## config.mk

```make
export PLATFORM = sky130hd
export DESIGN_NAME = lavm_ser
export DESIGN_NICKNAME = d
export VERILOG_FILES = /design/src/rtl/lavm_pkg.sv /design/src/rtl/lavm_ser.sv
export SDC_FILE = /design/constraint.sdc
export NUM_CORES = 1
export LEC_CHECK = 0
export BUFFER_PORTS_ARGS = -buffer_cell sky130_fd_sc_hd__buf_2
export CORE_AREA = 2 2 206 208
export CTS_BUF_LIST = sky130_fd_sc_hd__clkbuf_4
export DETAILED_ROUTE_END_ITERATION = 8
export DIE_AREA = 0 0 208 210
export GPL_TIMING_DRIVEN = 0
export PLACE_DENSITY = 0.69
export SLEW_MARGIN = 25
export SYNTH_ARGS = -nofsm -noshare
export SYNTH_HDL_FRONTEND = slang
export SYNTH_SLANG_ARGS = --single-unit
```

## constraint.sdc

```tcl
create_clock -name clk -period 22.4 [get_ports clk]
set_input_delay 1.12 -clock clk [delete_from_list [all_inputs] [get_ports clk]]
set_output_delay 1.12 -clock clk [all_outputs]
set_load 0.02 [all_outputs]
```

## src/rtl/lavm_pkg.sv

```systemverilog
// ----------------------------------------------------------------------------
// lavm_pkg
// Shared types and constants for the look-at view matrix pipeline.
// ----------------------------------------------------------------------------
package lavm_pkg;

  localparam int ENTRY_W    = 32;
  localparam int LEN_W      = 32;
  localparam int SQRT_STEPS = 32;

  localparam logic [1:0] ROW_X    = 2'd0;
  localparam logic [1:0] ROW_Y    = 2'd1;
  localparam logic [1:0] ROW_Z    = 2'd2;
  localparam logic [1:0] ROW_LAST = 2'd3;

  typedef struct packed {
    logic signed [ENTRY_W-1:0] e0;
    logic signed [ENTRY_W-1:0] e1;
    logic signed [ENTRY_W-1:0] e2;
    logic signed [ENTRY_W-1:0] e3;
  } axis_row_t;

  typedef struct packed {
    logic            ok;
    axis_row_t [2:0] rows;
  } rowset_t;

endpackage

```

## src/rtl/lavm_ser.sv

```systemverilog
// ----------------------------------------------------------------------------
// lavm_ser
// Output register: holds one matrix and hands it out row by row.
// ----------------------------------------------------------------------------
module lavm_ser #(
  parameter int FRAC = 16
) (
  input  logic               clk,
  input  logic               rst_n,
  input  logic               in_vld,
  input  lavm_pkg::rowset_t  in_rows,
  output logic               en,
  output logic               out_valid,
  input  logic               out_stall,
  output logic [1:0]         out_row_index,
  output logic signed [31:0] out_entry_0,
  output logic signed [31:0] out_entry_1,
  output logic signed [31:0] out_entry_2,
  output logic signed [31:0] out_entry_3,
  output logic               out_last_row,
  output logic               out_degenerate
);

  localparam logic signed [31:0] ONE = 32'(1) << FRAC;

  logic                busy_r;
  logic [1:0]          cnt_r;
  lavm_pkg::rowset_t   data_r;
  lavm_pkg::axis_row_t row_c;

  // advance the pipeline when empty or when the last row leaves
  assign en = !busy_r || (!out_stall && cnt_r == lavm_pkg::ROW_LAST);

  always_ff @(posedge clk) begin
    if (!rst_n) begin
      busy_r <= 1'b0;
      cnt_r  <= lavm_pkg::ROW_X;
    end else if (en) begin
      busy_r <= in_vld;
      cnt_r  <= lavm_pkg::ROW_X;
    end else if (!out_stall) begin
      cnt_r <= cnt_r + 2'd1;
    end
  end

  always_ff @(posedge clk) begin
    if (en && in_vld) begin
      data_r <= in_rows;
    end
  end

  always_comb begin
    unique case (cnt_r)
      lavm_pkg::ROW_X: row_c = data_r.rows[0];
      lavm_pkg::ROW_Y: row_c = data_r.rows[1];
      lavm_pkg::ROW_Z: row_c = data_r.rows[2];
      lavm_pkg::ROW_LAST: begin
        row_c    = '0;
        row_c.e3 = ONE;
      end
    endcase
    if (!data_r.ok) begin
      row_c = '0;
    end
  end

  assign out_valid      = busy_r;
  assign out_row_index  = cnt_r;
  assign out_entry_0    = row_c.e0;
  assign out_entry_1    = row_c.e1;
  assign out_entry_2    = row_c.e2;
  assign out_entry_3    = row_c.e3;
  assign out_last_row   = (cnt_r == lavm_pkg::ROW_LAST);
  assign out_degenerate = !data_r.ok;

endmodule

```

==> impl_results.md, run 1 <==
- Worst min-delay path category: in -> reg
- Synth area leaders: edfxtp_1 76%, a221oi_2 10%, nor2_1 3.2%
- CP Class: reg -> out
- CP dominant cell by count: buf_2
- Synth Area in Compound Gates: 15.9%
- Placed Area: 18700 um2
- # rows: 75
- TritonCTS clock tree: yes
- CP max stage delay: 0.42 ns
- Global route hottest layer: met2
- GR Overflow Total: 0
- Final Critical Period: 3.96 ns
- Worst-case reg-to-reg path depth: 8
- ANT nets after route: 0
- First-pass GRT wire length: 64800 um
- PD cells: 81.9 nW/um2
- RSZ-0062 raised after global routing: false
- Critical path capture point type: output pin
- Final setup margin: 18.44 ns
- Slew Viols, Final: 0
- H-tree depth: 3
- CP Data Required Time: 21.28 ns
- Core ar.: 41500 um2
- Post-CTS setup buffer count: 0
- Crit path DAT: 2.84 ns
- Post-Synth Adder-Cell Area: 0.329%
- Mapped Area: 15200 um2
- Most common cell in the netlist: edfxtp_1
- Tcrit/Tclk final: 17.7%
- Number of flops mapped to enable cells by yosys: 385
- Least-Margin Pin Slew: 0.667 ns
- Clk_lat worst skew: 0.82 ns
- Synth top area share: 76.0%
- CP max FO: 11
- Fin Setup TNS: 0 ns
- Synth warn: 0
- CTS max path bufs: 3
- Gr usage total: 20.1%
- Post-Syn Instances: 861
- Starting DRC count in detailed routing: 772
- Static Leak: 0.00844 uW
- Commonest cells in the netlist: 385 x edfxtp_1, 129 x nor2_1, 102 x a221oi_2
- Most used DFF post-synth: edfxtp_1
- Area grow syn2layout: 31.7%
- CP Launch Type: register
- Critical-path cell with the highest stage delay: dfxtp_1
- RePlAce Congestion: 0.821
- Die area: 43700 um2
- Cell variety after synth: 22
- Drt wl/cell: 21.2 um
- Register area share after synthesis: 76.4%
- I/O Buffers: 522
- Final HPWL DP: 32500 um
- # Max-Cap Violations: 0
- Synth Net Count: 1254
- Root buffer cell: clkbuf_4
- Cell Chain, Critical Path: inv_1, ha_1, inv_2, buf_6, buf_2, o21ai_1, nor2_1, buf_2
- Number of I/O pins: 523
- Largest family of logic cells by synthesized area: compound AO/OA/AOI/OAI gates
- Final setup viols: 0
- Proportion of synthesized area in mux cells: 0.0658%
- Clk pin slew, worst setup/hold paths: 0.07 ns
- Vias in the first global route: 10756
- NumNets Final: 1887
- Hold Buf Count CTS: 0
- XOR/XNOR Fraction of Synth Area: 0.0576%
- Average footprint of a synthesized cell: 17.7 um2
- Yosys top cell by area: edfxtp_1
- Final Routed Wirelength: 44900 um
- DRT Pass-1 Iters: 5
- Vias/cell: 4.98
- Post-CTS Resized: 0
- Peak supply drop: 0.0791 mV
- Slew headroom: 55.5%
- Initial core utilization: 36.7%
- Clock Skew: 0.0358 ns
- Remaining DRCs: 0
- Final Hold Viols: 0
- Die Height: 210 um
- Final design instance area without fill: 20000 um2
- Fillcell total: 3629
- Layout cells sized above 1: 54.8%
- Status: finished clean
- Antenna violations before repair: 16
- Synth async-reset ratio: 0%
- Met2 usage: 34.6%
- Synth Area in Simple Gates: 3.25%
- Cts bufs inserted: 102
- Dpl ws: 18.40 ns
- GR Util met3: 7.94%
- Die W: 208 um
- Max Freq: 252 MHz
- Hold Crit Depth: 1
- Largest net degree at the start of global routing: 54
- Post-synthesis register bit count: 388
- CTS sink count: 388
- M1 GR Usage: 22.6%
- DR vias: 10535
==> flip-flops by register name, indices dropped and copies added, names as in the netlist <==
signal and flops:
out_valid 1, data_r 385, out_row_index 2
==> cells by family after synthesis <==
| kind of cell | Yosys count |
|---|---|
| flops | 388 |
| mux | 1 |
| xor+xnor | 1 |
| fa+ha+maj | 4 |
| compound gates | 260 |
| simple gates | 131 |
| buf+inv | 76 |
==> cell type report <==
type | instances | area, um2 | share of cell area [%]
Tap cell | 539 | 674 | 3.37
Sequential cell | 388 | 11600 | 58.0
Inverter | 6 | 22.5 | 0.112
Antenna cell | 12 | 30.0 | 0.150
Multi-Input combinational cell | 397 | 2990 | 14.9
Clock buffer | 145 | 1090 | 5.44
Clock inverter | 30 | 224 | 1.12
Timing Repair Buffer | 529 | 2800 | 14.0
Buffer | 70 | 572 | 2.86
==> critical path: cells and delay by family, from the launching register on <==
family                     cells  cell delay [ns]
buffers and inverters          5             0.93
DFF                            1             0.42
and+or+nand+nor                1             0.31
adders and majority gates      1             0.24
AOI/OAI and AO/OA              1             0.11
==> metrics by stage <==
stage | utilization [%] | cells | hold slack (ns) | power, uW
2_1_floorplan | - | 861 | 0.583 | 965
3_3_place_gp | 44.6 | 1922 | 0.501 | 1050
3_5_place_dp | 45.0 | 1929 | 0.513 | 1030
4_1_cts | 48.2 | 2104 | 0.330 | 1660
5_1_grt | 48.2 | 2111 | 0.331 | 1710
6_report | 48.3 | 2116 | 0.459 | 1640
==> power by group <==
part / internal (uW) / switching, uW / total [uW]
Combinational: 58.9 / 95.9 / 155
Sequential: 847 / 14.3 / 862
Clock: 342 / 281 / 623
Total: 1250 / 391 / 1640
==> cell usage in the layout, fill, tap and decap left out, types with 6 or more instances in the layout <==
cell type / synthesis / final
diode_2: 0 / 12
clkbuf_4: 0 / 145
nor2_1: 129 / 129
buf_4: 14 / 14
o21ai_0: 71 / 71
buf_2: 25 / 547
buf_6: 30 / 30
edfxtp_1: 385 / 385
a221oi_2: 102 / 102
o21ai_1: 58 / 58
clkinv_1: 0 / 20
a221oi_1: 25 / 25
buf_16: 0 / 6
==> routing by layer <==
layer	wire length, um	part of all wire, %
met3	4340	9.7
met5	138	0.31
met1	16700	37
met2	22700	51
met4	1070	2.4
==> path summary, 6_finish.rpt <==
kind                                                    start                       endpoint  slack, ns
worst min register to register         out_valid$_SDFFE_PN0P_  out_row_index[0]$_SDFFE_PP0N_       0.51
worst max register to register  out_row_index[0]$_SDFFE_PP0N_           data_r[85]$_DFFE_PP_      18.94
worst min-delay path                             in_rows[184]          data_r[184]$_DFFE_PP_       0.46
worst max-delay path            out_row_index[0]$_SDFFE_PP0N_                out_entry_1[27]      18.44
No activity file was read; power rests on OpenSTA's default activity.
==> inputs of run 2 (changes only) <==
--- a/config.mk
+++ b/config.mk
@@ -11,7 +11,7 @@
 export DETAILED_ROUTE_END_ITERATION = 8
 export DIE_AREA = 0 0 208 210
 export GPL_TIMING_DRIVEN = 0
-export PLACE_DENSITY = 0.69
+export PLACE_DENSITY = 0.71
 export SLEW_MARGIN = 25
 export SYNTH_ARGS = -nofsm -noshare
 export SYNTH_HDL_FRONTEND = slang
==> constraint.sdc (replaced) <==
create_clock -name clk -period 3.6 [get_ports clk]
set_input_delay 0.18 -clock clk [delete_from_list [all_inputs] [get_ports clk]]
set_output_delay 0.18 -clock clk [all_outputs]
set_load 0.02 [all_outputs]
==> run 2 against run 1 <==
Synthesized cell count unchanged; the flow now stops in clock tree synthesis; area after synthesis unchanged.
==> impl_results.md, run 2 <==
- Post-CTS setup buffer count: 0 (unchanged)
- XOR/XNOR Fraction of Synth Area: 0.0576% (unchanged)
- Final HPWL DP: 33600 um (was 32500 um)
- Number of I/O pins: 523 (unchanged)
- Mapped Area: 15200 um2 (unchanged)
- Fail Step: clock tree synthesis
- Yosys top cell by area: edfxtp_1 (unchanged)
- Synth warn: 0 (unchanged)
- Synth area leaders: edfxtp_1 76%, a221oi_2 10%, nor2_1 3.2% (unchanged)
- Synth Area in Compound Gates: 15.9% (unchanged)
- Cts bufs inserted: 97 (was 102)
- Hold Buf Count CTS: 419 (was 0)
- Die W: 208 um (unchanged)
- I/O Buffers: 522 (unchanged)
- Largest family of logic cells by synthesized area: compound AO/OA/AOI/OAI gates (unchanged)
- CTS sink count: 388 (unchanged)
- RePlAce Congestion: 0.880 (was 0.821)
- Cell variety after synth: 22 (unchanged)
- Most used DFF post-synth: edfxtp_1 (unchanged)
- Commonest cells in the netlist: 385 x edfxtp_1, 129 x nor2_1, 102 x a221oi_2 (unchanged)
- Initial core utilization: 36.7% (unchanged)
- Post-Synth Adder-Cell Area: 0.329% (unchanged)
- Die Height: 210 um (unchanged)
- H-tree depth: 3 (unchanged)
- Synth async-reset ratio: 0% (unchanged)
- Most common cell in the netlist: edfxtp_1 (unchanged)
- Proportion of synthesized area in mux cells: 0.0658% (unchanged)
- Post-CTS Resized: 0 (unchanged)
- Synth Net Count: 1254 (unchanged)
- Synth top area share: 76.0% (unchanged)
- Post-synthesis register bit count: 388 (unchanged)
- Post-Syn Instances: 861 (unchanged)
- Register area share after synthesis: 76.4% (unchanged)
- CTS max path bufs: 3 (unchanged)
- # rows: 75 (unchanged)
- Error: [ERROR RSZ-0060] Max buffer count reached.
- Root buffer cell: clkbuf_4 (unchanged)
- Average footprint of a synthesized cell: 17.7 um2 (unchanged)
- Synth Area in Simple Gates: 3.25% (unchanged)
- Status: stopped before the end (was finished clean)
- Number of flops mapped to enable cells by yosys: 385 (unchanged)
-- run 2: cells by family after synthesis --
group,count (synthesis)
and+or+nand+nor,131
adders and majority gates,4
muxes,1
DFF,388
AOI/OAI and AO/OA,260
buffers and inverters,76
xor gates and xnor gates,1
-- run 2: metrics by stage --
stage / setup slack (ns) / instances / instance area (um2) / TNS [ns] / utilization, %
after detailed placement: 0.796 / 1929 / 18700 / 0 / 45.1
after global placement: -1.23 / 1922 / 18500 / -451.71 / 44.7
after floorplan: -0.445 / 861 / 15200 / -171.19 / -
==> inputs of run 3 (changes only) <==
--- a/config.mk
+++ b/config.mk
@@ -6,12 +6,11 @@
 export NUM_CORES = 1
 export LEC_CHECK = 0
 export BUFFER_PORTS_ARGS = -buffer_cell sky130_fd_sc_hd__buf_2
-export CORE_AREA = 2 2 206 208
-export CTS_BUF_LIST = sky130_fd_sc_hd__clkbuf_4
+export CORE_AREA = 2 2 204 206
 export DETAILED_ROUTE_END_ITERATION = 8
-export DIE_AREA = 0 0 208 210
+export DIE_AREA = 0 0 206 208
 export GPL_TIMING_DRIVEN = 0
-export PLACE_DENSITY = 0.71
+export PLACE_DENSITY_LB_ADDON = 0.15
 export SLEW_MARGIN = 25
 export SYNTH_ARGS = -nofsm -noshare
 export SYNTH_HDL_FRONTEND = slang
==> constraint.sdc (replaced) <==
create_clock -name clk -period 4.7 [get_ports clk]
set_input_delay 0.235 -clock clk [delete_from_list [all_inputs] [get_ports clk]]
set_output_delay 0.235 -clock clk [all_outputs]
set_load 0.02 [all_outputs]
==> run 3 against run 2 <==
The run now ends clean.
==> impl_results.md, run 3 (same netlist as run 1, synthesis figures left out) <==
- CP endpoint: data_r[341]$_DFFE_PP_
- Family with the most delay on the worst path: buffers and inverters
- Root buffer cell: clkbuf_16 (was clkbuf_4)
- R2r setup slk: 1.89 ns
- Drt wl/cell: 20.9 um
- CP max stage delay: 0.51 ns
- ANT nets after route: 0
- Core ar.: 40600 um2
- Worst min-delay path category: in -> reg
- Final HPWL DP: 33500 um (was 33600 um)
- CTS sink count: 388 (unchanged)
- Placed cells: 1923 (was 1929)
- Crit path launch: out_row_index[0]$_SDFFE_PP0N_
- Cell Chain, Critical Path: ha_1, inv_1, o21ai_1, and2_4, buf_12, buf_16, buf_16
- Total Power: 8450 uW
- DR vias: 11663
- Number of I/O pins: 523 (unchanged)
- Non-Filler Instances: 2396
- CP Launch Type: register
- I/O Buffers: 522 (unchanged)
- Final setup margin: 1.89 ns
- Antenna violations before repair: 6
- DRT Pass-1 Iters: 5
- First-pass GRT wire length: 73000 um
- Fillcell total: 3119
- Die Height: 208 um (was 210 um)
- Remaining DRCs: 0
- # rows: 74 (was 75)
- Largest net degree at the start of global routing: 54
- Final Critical Period: 2.81 ns
- Final Hold Viols: 0
- CTS max path bufs: 3 (unchanged)
- Post-CTS setup buffer count: 0 (unchanged)
- Layout cells sized above 1: 41.1%
- Cts bufs inserted: 44 (was 97)
- PD cells: 353 nW/um2
- Clock Skew: 0.0140 ns
- Die W: 206 um (was 208 um)
- Status: finished clean (was stopped before the end)
- Clk_lat worst skew: 0.57 ns
- Initial core utilization: 37.5% (was 36.7%)
- GR Overflow Total: 0
- Starting DRC count in detailed routing: 686
- RePlAce Congestion: 0.803 (was 0.880)
- Slew headroom: 68.3%
- Clk pin slew, worst setup/hold paths: 0.06 ns
- Worst hold margin: 0.0807 ns
- Hold Buf Count CTS: 388 (was 419)
- TritonCTS clock tree: yes
- Least-Margin Pin Slew: 0.475 ns
- Final setup viols: 0
- Final design instance area without fill: 23900 um2
- Vias in the first global route: 12775
- Reg2reg end: data_r[341]$_DFFE_PP_
- H-tree depth: 2 (was 3)
- Most frequent cells in the layout: 547 x buf_2, 388 x dlygate4sd3_1, 385 x edfxtp_1, 129 x nor2_1, 102 x a221oi_2
- Critical Path Stages: 7
- CP Data Required Time: 4.95 ns
- Largest register FFs: 385
- CP max FO: 53
- Reg2reg start: out_row_index[0]$_SDFFE_PP0N_
- CP Class: reg -> reg
- Area grow syn2layout: 57.5%
- # Max-Cap Violations: 0
- Dpl ws: 1.90 ns (was 0.796 ns)
- Reg with most FFs: data_r
- Gr usage total: 22.7%
- Tcrit/Tclk final: 59.7%
- Die area: 42800 um2
- CP bufs+invs: 4
- CP dominant cell by count: buf_16
- Static Leak: 0.00997 uW
- RSZ-0062 raised after global routing: false
- NumNets Final: 2218
- Placed Area: 18700 um2 (about the same)
- Critical path capture point type: register
- Critical-path cell with the highest stage delay: and2_4
- Post-CTS Resized: 0 (unchanged)
- Worst-case reg-to-reg path depth: 7
- Most common cell after layout, fill and taps aside: buf_2
- Peak supply drop: 0.341 mV
- Max Freq: 356 MHz
- Final Routed Wirelength: 50100 um
- Slew Viols, Final: 0
- Crit path DAT: 3.05 ns
- Vias/cell: 4.87
[run 3: tightest hold or removal path, stage by stage]
cell and delay, ns:
buf_2 0.11, o211ai_1 0.18, nor2_1 0.07
[run 3: layer usage]
metal / GRT usage (%) / wire length [um] / up-vias
met5: 0 / 7 / -
met4: 10.1 / 1910 / 2
met3: 5.45 / 3530 / 108
met2: 40.5 / 25600 / 477
met1: 25.6 / 19100 / 5657
li1: - / - / 5419
[run 3: how the worst min path moves through the flow]
stage	start	end	slack [ns]	cells after the start
floorplan	in_rows[0]	data_r[0]$_DFFE_PP_	0.33	0
global placement	in_rows[243]	data_r[243]$_DFFE_PP_	0.41	1
detailed placement	in_rows[112]	data_r[112]$_DFFE_PP_	0.41	1
CTS	rst_n	out_row_index[0]$_SDFFE_PP0N_	0.04	3
global route	rst_n	out_row_index[0]$_SDFFE_PP0N_	0.09	3
finish	rst_n	out_row_index[0]$_SDFFE_PP0N_	0.08	3
[run 3: area by class of cell]
cell class	instances	area, um2	share of cell area (%)
multi-input combinational	397	2990	12.5
sequential	388	11600	48.5
buffer	70	572	2.39
antenna	7	17.5	0.0731
timing repair buffer	918	6680	27.9
clock buffer	51	1150	4.80
clock inverter	27	233	0.972
inverter	6	22.5	0.0940
tap	532	666	2.78
[run 3: stage by stage]
step,TNS [ns],utilization [%]
floorplan,0,-
global placement,-200.45,45.6
detailed placement,0,46.0
CTS,0,59.0
global route,0,59.0
finish,0,59.1
[run 3: power by group]
part	internal (uW)	switching (uW)	total [uW]
registers	4040	69.1	4110
logic	491	520	1010
clock network	1960	1370	3330
